### src/hdl/zcd_pkg.sv
`timescale 1ns / 1ps
`default_nettype none
package zcd_pkg;

  localparam int CNT_W   = 8;
  localparam int LOST_W  = 7;
  localparam int VERD_W  = 2;
  localparam int CFG_IDX_W  = 4;
  localparam int CFG_DATA_W = 8;
  localparam int IN_TDATA_W  = 16;
  localparam int OUT_TDATA_W = 16;

  // saturation limit of the qualifying row counter
  localparam logic [CNT_W-1:0] MAX_ROWS = 8'd128;
  localparam logic [CNT_W-1:0] CNT_SAT  = 8'd255;

  // verdict codes
  localparam logic [VERD_W-1:0] VERD_NONE  = 2'd0;
  localparam logic [VERD_W-1:0] VERD_AHEAD = 2'd1;
  localparam logic [VERD_W-1:0] VERD_LEFT  = 2'd2;
  localparam logic [VERD_W-1:0] VERD_RIGHT = 2'd3;

  // register indexes
  localparam logic [CFG_IDX_W-1:0] REG_RUN_MIN     = 4'd0;
  localparam logic [CFG_IDX_W-1:0] REG_RUN_MAX     = 4'd1;
  localparam logic [CFG_IDX_W-1:0] REG_STRIPES_MIN = 4'd2;
  localparam logic [CFG_IDX_W-1:0] REG_STRIPES_MAX = 4'd3;
  localparam logic [CFG_IDX_W-1:0] REG_ROWS_MIN    = 4'd4;
  localparam logic [CFG_IDX_W-1:0] REG_ROWS_MAX    = 4'd5;
  localparam logic [CFG_IDX_W-1:0] REG_LOST_LOW    = 4'd6;
  localparam logic [CFG_IDX_W-1:0] REG_LOST_HIGH   = 4'd7;

  // register reset values
  localparam logic [CNT_W-1:0]  RST_RUN_MIN     = 8'd4;
  localparam logic [CNT_W-1:0]  RST_RUN_MAX     = 8'd8;
  localparam logic [CNT_W-1:0]  RST_STRIPES_MIN = 8'd4;
  localparam logic [CNT_W-1:0]  RST_STRIPES_MAX = 8'd16;
  localparam logic [CNT_W-1:0]  RST_ROWS_MIN    = 8'd3;
  localparam logic [CNT_W-1:0]  RST_ROWS_MAX    = 8'd30;
  localparam logic [LOST_W-1:0] RST_LOST_LOW    = 7'd3;
  localparam logic [LOST_W-1:0] RST_LOST_HIGH   = 7'd20;

  typedef struct packed {
    logic [CNT_W-1:0]  run_min;
    logic [CNT_W-1:0]  run_max;
    logic [CNT_W-1:0]  stripes_min;
    logic [CNT_W-1:0]  stripes_max;
    logic [CNT_W-1:0]  rows_min;
    logic [CNT_W-1:0]  rows_max;
    logic [LOST_W-1:0] lost_low;
    logic [LOST_W-1:0] lost_high;
  } cfg_t;

  // row counter status handed to the frame decision
  typedef struct packed {
    logic             frame_end;
    logic [CNT_W-1:0] rows;
  } row_stat_t;

  function automatic logic in_range(input logic [CNT_W-1:0] v,
                                    input logic [CNT_W-1:0] lo,
                                    input logic [CNT_W-1:0] hi);
    return (v >= lo) && (v <= hi);
  endfunction

endpackage
`default_nettype wire

### src/hdl/zcd_stripe.sv
`timescale 1ns / 1ps
`default_nettype none
module zcd_stripe #(
  parameter logic [zcd_pkg::CNT_W-1:0] MAX_ROWS = zcd_pkg::MAX_ROWS
) (
  input  wire logic              clk,
  input  wire logic              rst,
  input  wire logic              step,
  input  wire logic              pixel_black,
  input  wire logic              row_end,
  input  wire logic              frame_end,
  input  wire zcd_pkg::cfg_t     cfg,
  output zcd_pkg::row_stat_t     stat
);

  logic [zcd_pkg::CNT_W-1:0] run_length, run_length_next, run_mid;
  logic [zcd_pkg::CNT_W-1:0] stripe_count, stripe_count_next, stripe_mid;
  logic [zcd_pkg::CNT_W-1:0] row_count, row_count_next, row_mid;
  logic stripe_inc, row_inc, any_row_end;

  always_comb begin
    any_row_end = row_end | frame_end;
    // pixel first: a white pixel closes the current run
    stripe_inc = !pixel_black &&
                 zcd_pkg::in_range(run_length, cfg.run_min, cfg.run_max) &&
                 (stripe_count != zcd_pkg::CNT_SAT);
    stripe_mid = stripe_count + {{(zcd_pkg::CNT_W-1){1'b0}}, stripe_inc};
    if (pixel_black) begin
      run_mid = (run_length != zcd_pkg::CNT_SAT) ? run_length + 8'd1 : run_length;
    end else begin
      run_mid = '0;
    end
    // then the row evaluation
    row_inc = any_row_end &&
              zcd_pkg::in_range(stripe_mid, cfg.stripes_min, cfg.stripes_max) &&
              (row_count < MAX_ROWS);
    row_mid = row_count + {{(zcd_pkg::CNT_W-1){1'b0}}, row_inc};

    run_length_next   = any_row_end ? '0 : run_mid;
    stripe_count_next = any_row_end ? '0 : stripe_mid;
    row_count_next    = frame_end ? '0 : row_mid;

    stat.frame_end = frame_end;
    stat.rows      = row_mid;
  end

  always_ff @(posedge clk) begin
    if (rst) begin
      run_length   <= '0;
      stripe_count <= '0;
      row_count    <= '0;
    end else if (step) begin
      run_length   <= run_length_next;
      stripe_count <= stripe_count_next;
      row_count    <= row_count_next;
    end
  end

endmodule
`default_nettype wire

### src/hdl/zcd_verdict.sv
`timescale 1ns / 1ps
`default_nettype none
module zcd_verdict (
  input  wire logic                           clk,
  input  wire logic                           rst,
  input  wire logic                           step,
  input  wire zcd_pkg::row_stat_t             stat,
  input  wire logic [zcd_pkg::LOST_W-1:0]     left_lost_rows,
  input  wire logic [zcd_pkg::LOST_W-1:0]     right_lost_rows,
  input  wire zcd_pkg::cfg_t                  cfg,
  output logic [zcd_pkg::VERD_W-1:0]          verdict,
  output logic                                left_latched,
  output logic                                right_latched
);

  logic left_sticky, right_sticky;
  logic left_side, right_side, crossing;

  always_comb begin
    crossing   = zcd_pkg::in_range(stat.rows, cfg.rows_min, cfg.rows_max);
    left_side  = (left_lost_rows < cfg.lost_low) && (right_lost_rows > cfg.lost_high);
    right_side = (right_lost_rows < cfg.lost_low) && (left_lost_rows > cfg.lost_high);
    priority if (!crossing) begin
      verdict = zcd_pkg::VERD_NONE;
    end else if (left_side) begin
      verdict = zcd_pkg::VERD_LEFT;
    end else if (right_side) begin
      verdict = zcd_pkg::VERD_RIGHT;
    end else begin
      verdict = zcd_pkg::VERD_AHEAD;
    end
    // flags as they stand after this frame's update
    left_latched  = left_sticky  | (verdict == zcd_pkg::VERD_LEFT);
    right_latched = right_sticky | (verdict == zcd_pkg::VERD_RIGHT);
  end

  always_ff @(posedge clk) begin
    if (rst) begin
      left_sticky  <= 1'b0;
      right_sticky <= 1'b0;
    end else if (step && stat.frame_end) begin
      left_sticky  <= left_latched;
      right_sticky <= right_latched;
    end
  end

endmodule
`default_nettype wire

### src/hdl/zebra_crossing_detector_top.sv
`timescale 1ns / 1ps
`default_nettype none
// zebra crossing detector: one pixel beat per clock, no bubbles between beats, while no verdict beat is held up
// a pixel passes the input register, then the result register, on its way to the verdict beat
// throughput: 1 pixel per cycle while the result register is free to take a verdict
// a result beat goes out only for a pixel that carries frame end (tlast)
// rst (synchronous, active high) clears counters, sticky flags and valid bits
// and loads the default thresholds
module zebra_crossing_detector_top #(
  // saturation limit of the qualifying row counter
  parameter logic [zcd_pkg::CNT_W-1:0] MAX_ROWS = zcd_pkg::MAX_ROWS
) (
  input  wire logic                               clk,
  input  wire logic                               rst,
  // pixel stream
  input  wire logic                               s_axis_tvalid,
  output logic                                    s_axis_tready,
  // [0] pixel_black, [1] row_end, [8:2] left_lost_rows, [15:9] right_lost_rows
  input  wire logic [zcd_pkg::IN_TDATA_W-1:0]     s_axis_tdata,
  input  wire logic                               s_axis_tlast,   // frame_end
  // verdict stream
  output logic                                    m_axis_tvalid,
  input  wire logic                               m_axis_tready,
  // [1:0] verdict, [9:2] qualifying_rows, [10] left_latched, [11] right_latched,
  // [15:12] zero
  output logic [zcd_pkg::OUT_TDATA_W-1:0]         m_axis_tdata,
  // configuration write port
  input  wire logic                               cfg_we,
  input  wire logic [zcd_pkg::CFG_IDX_W-1:0]      cfg_index,
  input  wire logic [zcd_pkg::CFG_DATA_W-1:0]     cfg_data
);

  zcd_pkg::cfg_t cfg;

  // input register
  logic                              in_valid;
  logic                              in_black;
  logic                              in_row_end;
  logic                              in_frame_end;
  logic [zcd_pkg::LOST_W-1:0]        in_left_lost;
  logic [zcd_pkg::LOST_W-1:0]        in_right_lost;

  // result register
  logic                              out_valid, out_valid_next;
  logic [zcd_pkg::OUT_TDATA_W-1:0]   out_data;

  logic                              out_free;
  logic                              step;
  zcd_pkg::row_stat_t                stat;
  logic [zcd_pkg::VERD_W-1:0]        verdict;
  logic                              left_latched;
  logic                              right_latched;

  // configuration registers, unknown indexes are dropped
  always_ff @(posedge clk) begin
    if (rst) begin
      cfg.run_min     <= zcd_pkg::RST_RUN_MIN;
      cfg.run_max     <= zcd_pkg::RST_RUN_MAX;
      cfg.stripes_min <= zcd_pkg::RST_STRIPES_MIN;
      cfg.stripes_max <= zcd_pkg::RST_STRIPES_MAX;
      cfg.rows_min    <= zcd_pkg::RST_ROWS_MIN;
      cfg.rows_max    <= zcd_pkg::RST_ROWS_MAX;
      cfg.lost_low    <= zcd_pkg::RST_LOST_LOW;
      cfg.lost_high   <= zcd_pkg::RST_LOST_HIGH;
    end else if (cfg_we) begin
      unique case (cfg_index)
        zcd_pkg::REG_RUN_MIN:     cfg.run_min     <= cfg_data;
        zcd_pkg::REG_RUN_MAX:     cfg.run_max     <= cfg_data;
        zcd_pkg::REG_STRIPES_MIN: cfg.stripes_min <= cfg_data;
        zcd_pkg::REG_STRIPES_MAX: cfg.stripes_max <= cfg_data;
        zcd_pkg::REG_ROWS_MIN:    cfg.rows_min    <= cfg_data;
        zcd_pkg::REG_ROWS_MAX:    cfg.rows_max    <= cfg_data;
        zcd_pkg::REG_LOST_LOW:    cfg.lost_low    <= cfg_data[zcd_pkg::LOST_W-1:0];
        zcd_pkg::REG_LOST_HIGH:   cfg.lost_high   <= cfg_data[zcd_pkg::LOST_W-1:0];
        default: ;
      endcase
    end
  end

  // the registered pixel is processed whenever the result slot can take
  // whatever it produces; a pending verdict only blocks until it is taken
  assign out_free      = !out_valid || m_axis_tready;
  assign step          = in_valid && out_free;
  assign s_axis_tready = !in_valid || out_free;

  always_ff @(posedge clk) begin
    if (rst) begin
      in_valid <= 1'b0;
    end else if (s_axis_tready) begin
      in_valid <= s_axis_tvalid;
    end
  end

  always_ff @(posedge clk) begin
    if (s_axis_tvalid && s_axis_tready) begin
      in_black      <= s_axis_tdata[0];
      in_row_end    <= s_axis_tdata[1];
      in_left_lost  <= s_axis_tdata[8:2];
      in_right_lost <= s_axis_tdata[15:9];
      in_frame_end  <= s_axis_tlast;
    end
  end

  // run, stripe and row counters
  zcd_stripe #(
    .MAX_ROWS (MAX_ROWS)
  ) u_stripe (
    .clk         (clk),
    .rst         (rst),
    .step        (step),
    .pixel_black (in_black),
    .row_end     (in_row_end),
    .frame_end   (in_frame_end),
    .cfg         (cfg),
    .stat        (stat)
  );

  // frame decision and sticky side flags
  zcd_verdict u_verdict (
    .clk             (clk),
    .rst             (rst),
    .step            (step),
    .stat            (stat),
    .left_lost_rows  (in_left_lost),
    .right_lost_rows (in_right_lost),
    .cfg             (cfg),
    .verdict         (verdict),
    .left_latched    (left_latched),
    .right_latched   (right_latched)
  );

  always_comb begin
    if (step && in_frame_end) begin
      out_valid_next = 1'b1;
    end else if (m_axis_tready) begin
      out_valid_next = 1'b0;
    end else begin
      out_valid_next = out_valid;
    end
  end

  always_ff @(posedge clk) begin
    if (rst) begin
      out_valid <= 1'b0;
    end else begin
      out_valid <= out_valid_next;
    end
  end

  always_ff @(posedge clk) begin
    if (step && in_frame_end) begin
      out_data <= {4'b0000, right_latched, left_latched, stat.rows, verdict};
    end
  end

  assign m_axis_tvalid = out_valid;
  assign m_axis_tdata  = out_data;

`ifndef SYNTHESIS
  // a verdict beat only appears after a frame-end pixel was processed
  a_beat_from_frame_end: assert property (@(posedge clk) disable iff (rst)
    $rose(m_axis_tvalid) |-> $past(in_valid && in_frame_end && out_free))
    else $error("verdict beat without frame end");

  // a side verdict always shows its sticky flag
  a_left_flag: assert property (@(posedge clk) disable iff (rst)
    (m_axis_tvalid && m_axis_tdata[1:0] == zcd_pkg::VERD_LEFT) |-> m_axis_tdata[10])
    else $error("left verdict without left flag");

  a_right_flag: assert property (@(posedge clk) disable iff (rst)
    (m_axis_tvalid && m_axis_tdata[1:0] == zcd_pkg::VERD_RIGHT) |-> m_axis_tdata[11])
    else $error("right verdict without right flag");

  // row counter never passes its saturation limit
  a_rows_sat: assert property (@(posedge clk) disable iff (rst)
    m_axis_tvalid |-> (m_axis_tdata[9:2] <= MAX_ROWS))
    else $error("qualifying rows above limit");
`endif

endmodule
`default_nettype wire

### config.mk
export PLATFORM = sky130hd
export DESIGN_NAME = zebra_crossing_detector_top
export DESIGN_NICKNAME = d
export VERILOG_FILES = /design/src/hdl/zcd_pkg.sv /design/src/hdl/zcd_stripe.sv /design/src/hdl/zcd_verdict.sv /design/src/hdl/zebra_crossing_detector_top.sv
export SDC_FILE = /design/constraint.sdc
export NUM_CORES = 1
export LEC_CHECK = 0
export BUFFER_PORTS_ARGS = -buffer_cell sky130_fd_sc_hd__buf_2
export CAP_MARGIN = 20
export CORE_ASPECT_RATIO = 1.5
export CORE_UTILIZATION = 50
export DETAILED_ROUTE_END_ITERATION = 12
export GPL_TIMING_DRIVEN = 0
export PLACE_DENSITY = 0.69
export SKIP_LAST_GASP = 1
export SLEW_MARGIN = 5
export SYNTH_ARGS = -nofsm -noshare
export SYNTH_HDL_FRONTEND = slang
export SYNTH_SLANG_ARGS = --single-unit
### constraint.sdc
create_clock -name clk -period 9.06 [get_ports clk]
set_clock_uncertainty 0.15 [all_clocks]
set_input_delay 0.906 -clock clk [delete_from_list [all_inputs] [get_ports clk]]
set_output_delay 0.906 -clock clk [all_outputs]
set_load 0.02 [all_outputs]
# Yosys cells after proc, flatten, opt, wreduce, memory -nomap -nowiden
# Index checks and enable logic that the tools add are counted.
# Widths: inputs -> output; s select.
# op_classes
addsub,3
order_cmp,11
eq_ne,12
muxes,10
n_bitwise,3
reduce_logical,28
# op_table
operator,n
$mux 8,5
$ge 8x8->1,3
$le 8x8->1,3
$reduce_and 2->1,9
$add 8x1->8,2
$eq 4x3->1 const B,4
$ne 8x8->1 const B,2
$gt 7x7->1,2
$lt 7x7->1,2
$logic_and 1x1->1,12
$add 8x1->8 const B,1
$eq 4x2->1 const B,2
$lt 8x8->1 const B,1
$mux 2,3
$eq 2x2->1 const B,2
$eq 4x1->1 const B,1
$logic_not 4->1,1
$logic_not 1->1,3
$ne 3x1->1 const B,1
$or 1x1->1,3
$logic_or 1x1->1,2
$mux 1,2
$reduce_bool 2->1,1
# totals
register_bits,119
inputBits,34
output_inout_bits,18

# Longest topological paths before layout
# Gate-level depths: netlist of run 1.
# depth
ltp_word,15
mapped_depth,30
depth_no_buf,30

# Hierarchy
# From an unflattened synthesis of run 1, not the netlist that was laid out.
# unflattened
cells_unflattened,670
hier_area_um2,6692.7
# by_module_without_submodules
mod,instances,cells_per_inst,area_per_inst_um2,seq_area_each_um2
zebra_crossing_detector_top,1,272,3454.6,2152.1
zcd_stripe,1,258,2122.0,480.5
zcd_verdict,1,140,1116.1,40.0

# Worst setup path after synthesis of run 1
# OpenSTA, ideal clock, no wires.
# synth_timing
path_type,register to register
start,register u_stripe.run_length[0] (netlist bit)
end,register out_data (netlist bit m_axis_tdata[10]) (data pin)
setup_ps,258
arrival_ps,5524
setup_slack_ps,3128
path_stages_with_launch,30
path_buffers,0
synth_period_minus_slack_ps,5932
cell_sequence,dfxtp_1 -> inv_1 -> ha_1 -> nand4_1 -> or2_2 -> a2111oi_0 -> o21ai_0 -> a21oi_1 -> ha_1 -> nand3_1 -> nor2_1 -> xor2_1 -> ha_1 -> a21o_1 -> a21o_1 -> a21oi_1 -> a32oi_1 -> a2111oi_0 -> ha_1 -> and3_1 -> and3_1 -> nand3_1 -> xnor2_1 -> ha_1 -> a21oi_1 -> o211ai_1 -> a21oi_1 -> a211o_1 -> or2_1 -> or2b_1
# synth_lines
element,line,rtl
"start, declared",zcd_stripe.sv:16,"logic [zcd_pkg::CNT_W-1:0] run_length, run_length_next, run_mid;"
"start signal, assigned",zcd_stripe.sv:53,run_length <= run_length_next;
"end signal, assigned",zebra_crossing_detector_top.sv:152,"out_data <= {4'b0000, right_latched, left_latched, stat.rows, verdict};"
"end, declared",zebra_crossing_detector_top.sv:45,logic [zcd_pkg::OUT_TDATA_W-1:0] out_data;

==> results of run 1 <==
==> state kept, by name (all words and copies together), names as in the netlist <==
signal                  count
u_verdict.left_sticky       1
cfg                        62
m_axis_tdata               12
in_frame_end                1
m_axis_tvalid               1
in_right_lost               7
in_valid                    1
in_row_end                  1
u_stripe.stripe_count       8
in_left_lost                7
in_black                    1
u_verdict.right_sticky      1
u_stripe.run_length         8
u_stripe.row_count          8
==> cell usage in the layout, fill, tap and decap left out, types with 18 or more instances in the layout <==
master	Yosys	layout
ha_1	79	79
nor2_1	103	103
edfxtp_1	29	29
mux2i_1	40	40
buf_2	8	52
clkbuf_16	0	18
nand2_1	20	20
a21oi_1	44	44
dfxtp_1	90	90
nand3_1	18	18
inv_1	68	68
o21ai_0	18	18
==> cell type report <==
class | instances | area [um^2] | area share [%]
Inverter | 68 | 255 | 3.45
Clock inverter | 8 | 118 | 1.59
Buffer | 26 | 126 | 1.71
Multi-Input combinational cell | 459 | 3300 | 44.7
Tap cell | 156 | 195 | 2.64
Clock buffer | 24 | 503 | 6.80
Sequential cell | 119 | 2670 | 36.1
Timing Repair Buffer | 44 | 220 | 2.98
==> critical path: cells and delay by family, from the launching register on <==
kind                     cells  cell delay (ns)
AO/OA/AOI/OAI               12             2.46
AND/OR/NAND/NOR              9             1.73
adder cells (fa/ha/maj)      5             1.42
XOR/XNOR                     2             0.73
flip-flops                   1             0.40
buffers and inverters        1             0.08
==> power breakdown <==
group          internal, W  leakage, nW  switching, W  total [W]
Combinational    0.0000296         1.97     0.0000520  0.0000816
Clock             0.000469        0.305      0.000230   0.000699
Sequential        0.000555         1.00    0.00000619   0.000562
Total              0.00105         3.28      0.000289    0.00134
==> stage by stage <==
step | worst slack [ns] | hold slack, ns | utilization, % | power, W
floorplan | 3.13 | 0.279 | - | 0.000622
global placement | 2.06 | 0.293 | 54.4 | 0.000650
detailed placement | 1.90 | 0.301 | 54.4 | 0.000654
CTS | 1.90 | 0.314 | 59.4 | 0.00135
global route | 1.39 | 0.342 | 59.4 | 0.00138
finish | 1.83 | 0.311 | 59.4 | 0.00134
==> per-layer routing <==
layer	vias up	part of all wire [%]	wire length [um]
li1	2445	-	-
met1	2322	38	5660
met2	112	54	8050
met3	52	3.2	470
met4	0	4.4	655
met5	-	0	0
==> logic make-up (layout without fill, tap and decap cells) <==
logic type      after synthesis  in the layout  synth area share [%]
compound gates              114            114                  12.0
mux                          40             40                  6.31
other cells                   1              4                0.0591
buf+inv                      94            170                  6.01
flops                       119            119                  42.1
fa+ha+maj                    79             79                  15.6
simple gates                203            203                  15.3
xor+xnor                     19             19                  2.62
==> Yosys cell counts, drive strengths merged (9+ instances only) <==
cell	count
mux2i	40
clkbuf	9
a21oi	44
nand2	20
ha	79
a21o	10
a211o	15
nor2	104
buf	17
inv	68
edfxtp	29
o21ai	18
nand4	11
nand3	18
nand2b	10
xor2	12
dfxtp	90
==> worst paths after layout <==
check | from | end | slack, ns | cells past startpoint
worst min-delay path | cfg[49] | cfg[49] | 0.31 | 1
worst max register to register | u_stripe.run_length[0] | m_axis_tdata[10] | 1.83 | 29
worst max-delay path | u_stripe.run_length[0] | m_axis_tdata[10] | 1.83 | 29
worst min register to register | cfg[49] | cfg[49] | 0.31 | 1
==> impl_metrics.yaml, run 1 <==
grt:
  busiest_layer: "met2"
  grt_max_degree: 18
  use_met2_pct: 44.4
  grt_pass1_wl_mm: 24.1
  grt_use_total_pct: 24.4
  use_met3_pct: 5.59
  use_met1_pct: 25.1
  grt_remaining_overflow: 0
  antenna_found_initial: 0
  first_global_vias: 5019
job:
  max-cap-violations: 0
synth:
  synth.distinct_cells: 53
  yosysTopAreaCellShare_pct: 28.4
  syn_inst: 669
  syn-cell-area_mm2: 0.00635
  avgSynthCellArea_um2: 9.49
  ys_warn_count: 0
  yosys.area.top_type: "dfxtp_1"
  synth_area_leaders: "dfxtp_1 (28%), ha_1 (16%), edfxtp_1 (14%), mux2i_1 (6.3%), nor2_1 (6.1%)"
  yosys_register_bits: 119
  ys_seq_area_share_pct: 42.1
  synth-edff-count: 29
  async_flop_share_pct: 0
  synth_ff_type: "dfxtp_1"
timing:
  hold_viol: 0
  max_freq_mhz: 138
  min_period_ns: 7.23
  period_share_pct: 79.8
  setup_tns_ns: 0
  slew_violations: 0
  worst_slew_pin_slew_ns: 0.894
  slew_headroom_pct: 40.4
  grt_setup_unrepaired: "false"
  setup_violations: 0
clock_network:
  clockBufferDepth: 2
  ctsRootBufferMaster: "clkbuf_16"
  htree_num_levels: 4
  cts_sinks: 119
  clk_pin_slew_ns: 0.05
  cts_resized: 0
  insertion_delay_ns: 0.41
  cts_tree: "built"
  hold_buffers: 0
  post_cts_buffers: 0
  numCtsBuffers: 17
setup_path:
  critical_path_class: "flip-flop to flip-flop"
  cp-start-kind: "flip-flop"
  cp_common_cell: "ha_1"
  critical_path.slowest_cell: "a2111oi_0"
  crit_path_end_kind: "flip-flop"
  crit_required_ns: 9.07
  arrival_ns: 7.24
  crit_fanout: 5
  cpPeakStageDelay_ns: 0.55
cells_and_area:
  synthToLayoutAreaGrowth_pct: 16.5
  n_antenna_cell: 0
  layoutNonFillerInstCount: 904
  fin_area_mm2: 0.00739
  nets: 848
  fillCellCount: 1082
  drive_gt1_share_pct: 12.6
routing:
  drt-total-wl_mm: 14.8
  routedWlPerCell_um: 16.4
  remaining_drc_errors: 0
  dr.first_iter.drc_count: 320
  drt-pass1-iter-count: 5
  ant_nets: 0
  vias: 4931
  viasPerCell: 5.45
floorplanning:
  die_area_mm2: 0.0132
  die_w_um: 94.0
  ios: 52
  fp.dieH_um: 140
  design.core.area_mm2: 0.0124
  start_util_pct: 51.0
  num_rows: 50
placement:
  hpwl_mm: 11.3
  dp_cells: 872
  io_buffer_count: 44
  dpl_cell_area_mm2: 0.00677
  place.gp.congestion: 0.928
power_and_ir_drop:
  power_leakage_nw: 3.28
  ir_drop_mv: 0.128
  p_per_area_mw_per_mm2: 182
status:
  outcome: "finished, final reports clean"
hold_path:
  hp-class: "flip-flop to flip-flop"
Note: power is estimated with default switching activity, not from simulation.
==> run 2: changes to the inputs <==
ABC_AREA = 1   (was default)
PLACE_DENSITY = 0.71   (was 0.69)
clock period = 6.2 ns   (was 9.06 ns; I/O delays follow)
==> impl_metrics.yaml, run 2 <==
power_and_ir_drop:
  comb_power_share_pct: 6.6
  power_leakage_nw: 3.42
  p_sw_w: 0.000425
  finalPower_w: 0.00203
  p_clk_share_pct: 52.8
  p_int_w: 0.00160
  p_per_area_mw_per_mm2: 271
  p_sw_share_pct: 21.0
  p_seq_share_pct: 40.6
  ir_drop_mv: 0.239
floorplanning:
  die_w_um: 94.2
  die_area_mm2: 0.0132
  ios: 52
  fp.dieH_um: 140
  num_rows: 50
  start_util_pct: 51.2
  design.core.area_mm2: 0.0124
placement:
  dpl_cell_area_mm2: 0.00682
  place.gp.congestion: 0.921
  preCtsSetupSlack_ns: 0.584
  io_buffer_count: 46
  hpwl_mm: 10.8
  dp_cells: 983
cells_and_area:
  n_antenna_cell: 0
  fillCellCount: 1094
  synthToLayoutAreaGrowth_pct: 17.4
  final_common_cell: "nand2_1"
  finish.utilization_pct: 60.1
  layoutNonFillerInstCount: 1015
  largest_register: "cfg"
  drive_gt1_share_pct: 12.9
  fin_area_mm2: 0.00749
  final_cell_mix: "nand2_1 (130), inv_1 (125), a21oi_1 (88)"
  nets: 959
  reg_top3: "cfg x62, m_axis_tdata x12"
  largest_reg_flops: 62
  seqCellArea_mm2: 0.00268
  multi_input_comb_area_mm2: 0.00314
timing:
  min_period_ns: 5.67
  fin_ws_ns: 0.531
  max_freq_mhz: 176
  hold_viol: 0
  slew_headroom_pct: 49.5
  slew_violations: 0
  worst_slew_pin_slew_ns: 0.757
  period_share_pct: 91.4
  setup_violations: 0
clock_network:
  cts_resized: 0
  insertion_delay_ns: 0.41
  numCtsBuffers: 17
  cts_sinks: 119
  ctsRootBufferMaster: "clkbuf_16"
  hold_buffers: 0
  htree_num_levels: 4
  cts_tree: "built"
  clk_pin_slew_ns: 0.05
  clockBufferDepth: 2
  post_cts_buffers: 0
routing:
  routedWlPerCell_um: 14.2
  ant_nets: 0
  viasPerCell: 5.16
  dr.first_iter.drc_count: 141
  vias: 5233
  drt-pass1-iter-count: 5
  remaining_drc_errors: 0
  drt-total-wl_mm: 14.5
synth:
  syn-cell-area_mm2: 0.00638
  synth.distinct_cells: 42
  synth_area_leaders: "dfxtp_1 (28%), ha_1 (16%), edfxtp_1 (14%), nand2_1 (7.7%), inv_1 (7.4%)"
  yosysTopAreaCellShare_pct: 28.3
  syn_inst: 777
  yosys_register_bits: 119
  synth-edff-count: 29
  ys_seq_area_share_pct: 41.9
  avgSynthCellArea_um2: 8.21
  async_flop_share_pct: 0
  ys_top_cells_by_count: "nand2_1 (130), inv_1 (125), dfxtp_1 (90), a21oi_1 (88), ha_1 (79)"
  yosys.area.top_type: "dfxtp_1"
  synth_ff_type: "dfxtp_1"
  yosysMostFrequentCell: "nand2_1"
  ys_warn_count: 0
hold_path:
  hold_end: "in_right_lost[6]"
  whs_path_depth: 1
  hp-class: "input pin to flip-flop"
  hp-start: "s_axis_tdata[15]"
setup_path:
  cpPeakStageDelay_ns: 0.32
  r2r_start: "cfg[47]"
  path_buf_inv: 3
  r2r_slack_ns: 0.53
  critical_path.slowest_cell: "ha_1"
  rr_worst_depth: 35
  critical_path_class: "flip-flop to flip-flop"
  cp_common_cell: "nor2_1"
  crit_path_end_kind: "flip-flop"
  crit_fanout: 3
  cp-start-kind: "flip-flop"
  crit_required_ns: 6.40
  r2r-end: "u_verdict.left_sticky"
  crit_cells: 35
  crit_family: "simple AND/OR/NAND/NOR gates"
  arrival_ns: 5.87
grt:
  grt_use_total_pct: 23.4
  grt_remaining_overflow: 0
  grt_pass1_wl_mm: 23.6
  antenna_found_initial: 0
  grt_max_degree: 18
  first_global_vias: 5192
status:
  outcome: "finished, final reports clean"
job:
  max-cap-violations: 0
==> run 2: worst register-to-register path: cells and delay by family (launching register included) <==
kind | cells | cell delay (ns)
AOI/OAI and AO/OA | 10 | 1.37
adders and majority gates | 5 | 1.32
buffers and inverters | 3 | 0.16
xor gates and xnor gates | 1 | 0.24
DFF | 1 | 0.30
and+or+nand+nor | 16 | 2.05
==> run 2: cell families (layout without fill, tap and decap cells) <==
logic type                 count (synthesis)  after routing  share of synthesized area (%)
AOI/OAI and AO/OA                        179            179                           15.3
buffers and inverters                    148            227                           9.22
adders and majority gates                 79             79                           15.5
DFF                                      119            119                           41.9
xor gates and xnor gates                  10             10                           1.49
other                                      1              4                         0.0588
and+or+nand+nor                          241            241                           16.5
==> run 2: cell type report <==
type / count / share of cell area, %
plain buffers: 21 / 1.42
clock buffers: 23 / 6.38
clock inverters: 9 / 2.27
inverters: 127 / 6.43
multi-input cells: 513 / 42.0
flip-flops and latches: 119 / 35.8
well taps: 156 / 2.61
repair buffers: 47 / 3.18
==> run 2: worst max-delay path by stage <==
stage	startpoint	end	slack (ns)
after global placement	u_stripe.run_length[3]	u_verdict.left_sticky	0.63
after floorplan	u_stripe.run_length[3]	u_verdict.left_sticky	1.45
after global routing	cfg[49]	u_verdict.left_sticky	-0.006
final	cfg[47]	u_verdict.left_sticky	0.53
after CTS	u_stripe.run_length[3]	u_verdict.left_sticky	0.40
after detailed placement	u_stripe.run_length[3]	u_verdict.left_sticky	0.58
==> run 2: per-stage QoR <==
step                      hold slack [ns]  setup TNS (ns)
after floorplan                     0.285               0
after detailed placement            0.303               0
after global placement              0.299               0
after CTS                           0.225               0
after global routing                0.220        -0.00550
final                               0.228               0
==> run 2: metal layers <==
layer	global-route usage [%]	routed length (um)	vias up
li1	-	-	2695
met1	25.5	5880	2386
met2	41.8	7550	112
met3	4.72	476	40
met4	11.8	548	0
met5	0	0	-
==> run 2: power groups by stage <==
stage / clock network [W] / logic, W / registers, W
floorplan: 0 / 0.0000840 / 0.000838
global placement: 0 / 0.000130 / 0.000837
detailed placement: 0 / 0.000133 / 0.000838
CTS: 0.00108 / 0.000134 / 0.000822
global route: 0.00111 / 0.000151 / 0.000823
finish: 0.00107 / 0.000134 / 0.000822
==> run 3: changes to the inputs <==
BUFFER_PORTS_ARGS = default   (was -buffer_cell sky130_fd_sc_hd__buf_2)
DONT_BUFFER_PORTS = 1   (was default)
PLACE_DENSITY = 0.68   (was 0.71)
==> impl_metrics.yaml, run 3 (synthesis results as in run 2) <==
power_and_ir_drop:
  power_leakage_nw: 3.20
  finalPower_w: 0.00189
  ir_drop_mv: 0.207
  p_per_area_mw_per_mm2: 264
clock_network:
  insertion_delay_ns: 0.42
  ctsRootBufferMaster: "clkbuf_16"
  cts_tree: "built"
  clk_pin_slew_ns: 0.05
  clockBufferDepth: 2
  numCtsBuffers: 17
  cts_sinks: 119
  post_cts_buffers: 0
  htree_num_levels: 4
cells_and_area:
  finish.utilization_pct: 57.5
  largest_reg_flops: 62
  n_antenna_cell: 0
  final_cell_mix: "nand2_1 (130), inv_1 (125), dfxtp_1 (89)"
  synthToLayoutAreaGrowth_pct: 12.3
  final_common_cell: "nand2_1"
  reg_top3: "cfg x62, m_axis_tdata x12"
  drive_gt1_share_pct: 7.26
  multi_input_comb_area_mm2: 0.00313
  nets: 913
  largest_register: "cfg"
  seqCellArea_mm2: 0.00267
  fillCellCount: 1130
routing:
  viasPerCell: 5.25
  vias: 5090
  ant_nets: 0
  drt-total-wl_mm: 14.7
  dr.first_iter.drc_count: 170
  drt-pass1-iter-count: 5
  routedWlPerCell_um: 15.1
  remaining_drc_errors: 0
grt:
  antenna_found_initial: 0
  grt_use_total_pct: 23.7
  grt_max_degree: 18
  grt_remaining_overflow: 0
  first_global_vias: 5042
  grt_pass1_wl_mm: 23.6
floorplanning:
  die_area_mm2: 0.0132
  start_util_pct: 51.2
  design.core.area_mm2: 0.0124
  ios: 52
  die_w_um: 94.2
  fp.dieH_um: 140
  num_rows: 50
job:
  max-cap-violations: 0
timing:
  slew_headroom_pct: 49.4
  max_freq_mhz: 178
  whs_ns: 0.146
  slew_violations: 0
  setup_violations: 0
  worst_slew_pin_slew_ns: 0.759
  period_share_pct: 90.5
  setup_tns_ns: 0
  hold_viol: 0
  min_period_ns: 5.61
setup_path:
  cp-start-kind: "flip-flop"
  cpPeakStageDelay_ns: 0.48
  r2r_start: "u_stripe.run_length[2]"
  critical_path.slowest_cell: "dfxtp_1"
  critical_path_class: "flip-flop to flip-flop"
  cp_common_cell: "nor2_1"
  crit_fanout: 7
  crit_path_end_kind: "flip-flop"
  startpoint: "u_stripe.run_length[2]"
  r2r_slack_ns: 0.59
  arrival_ns: 5.81
  crit_required_ns: 6.40
placement:
  place.gp.congestion: 0.876
  io_buffer_count: 0
  hpwl_mm: 11.1
status:
  outcome: "finished, final reports clean"
hold_path:
  hp-start: "s_axis_tdata[15]"
  hp-class: "input pin to flip-flop"
[run 3: power breakdown]
group	switching, W	internal [W]
clock	0.000334	0.000622
combinational	0.0000752	0.0000374
sequential	0.0000106	0.000814
total	0.000420	0.00147
[run 3: layout make-up]
cell class / instances / area share, %
Inverter: 127 / 6.73
Sequential cell: 119 / 37.3
Clock buffer: 20 / 6.10
Tap cell: 156 / 2.73
Multi-Input combinational cell: 513 / 43.7
Timing Repair Buffer: 1 / 0.105
Clock inverter: 12 / 1.87
Buffer: 21 / 1.48
[run 3: repair_timing]
action	in CTS	in global routing
endpoints found under the setup margin	0	1
resized for setup	0	1
hold buffers	0	0
[run 3: final timing paths]
path | cells after the start | to
worst max register to register | 35 | u_verdict.left_sticky
worst min register to register | 2 | cfg[59]
worst min-delay path | 0 | in_right_lost[6]
worst max-delay path | 35 | u_verdict.left_sticky
[run 3: critical path: cells and delay by family (launching register included)]
kind	cells	cell delay (ns)
adder cells (fa/ha/maj)	5	1.33
flip-flops	1	0.48
AND/OR/NAND/NOR	20	2.40
XOR/XNOR	1	0.19
buffers and inverters	2	0.10
AO/OA/AOI/OAI	7	0.91
[run 3: through the flow]
step | cell area [um^2] | worst slack (ns) | cells
2_1_floorplan | 6390 | 1.45 | 780
3_3_place_gp | 6580 | 0.679 | 936
3_5_place_dp | 6590 | 0.643 | 937
4_1_cts | 7160 | 0.550 | 969
5_1_grt | 7160 | -0.00264 | 969
6_report | 7160 | 0.589 | 969
[run 3: layer usage]
layer	vias up	share of wire, %	wire length (um)	track usage (%)
li1	2609	-	-	-
met2	104	53	7710	42.5
met1	2341	40	5860	24.9
met4	0	3.6	525	12.9
met3	36	3.9	565	5.32
met5	-	0	0	0
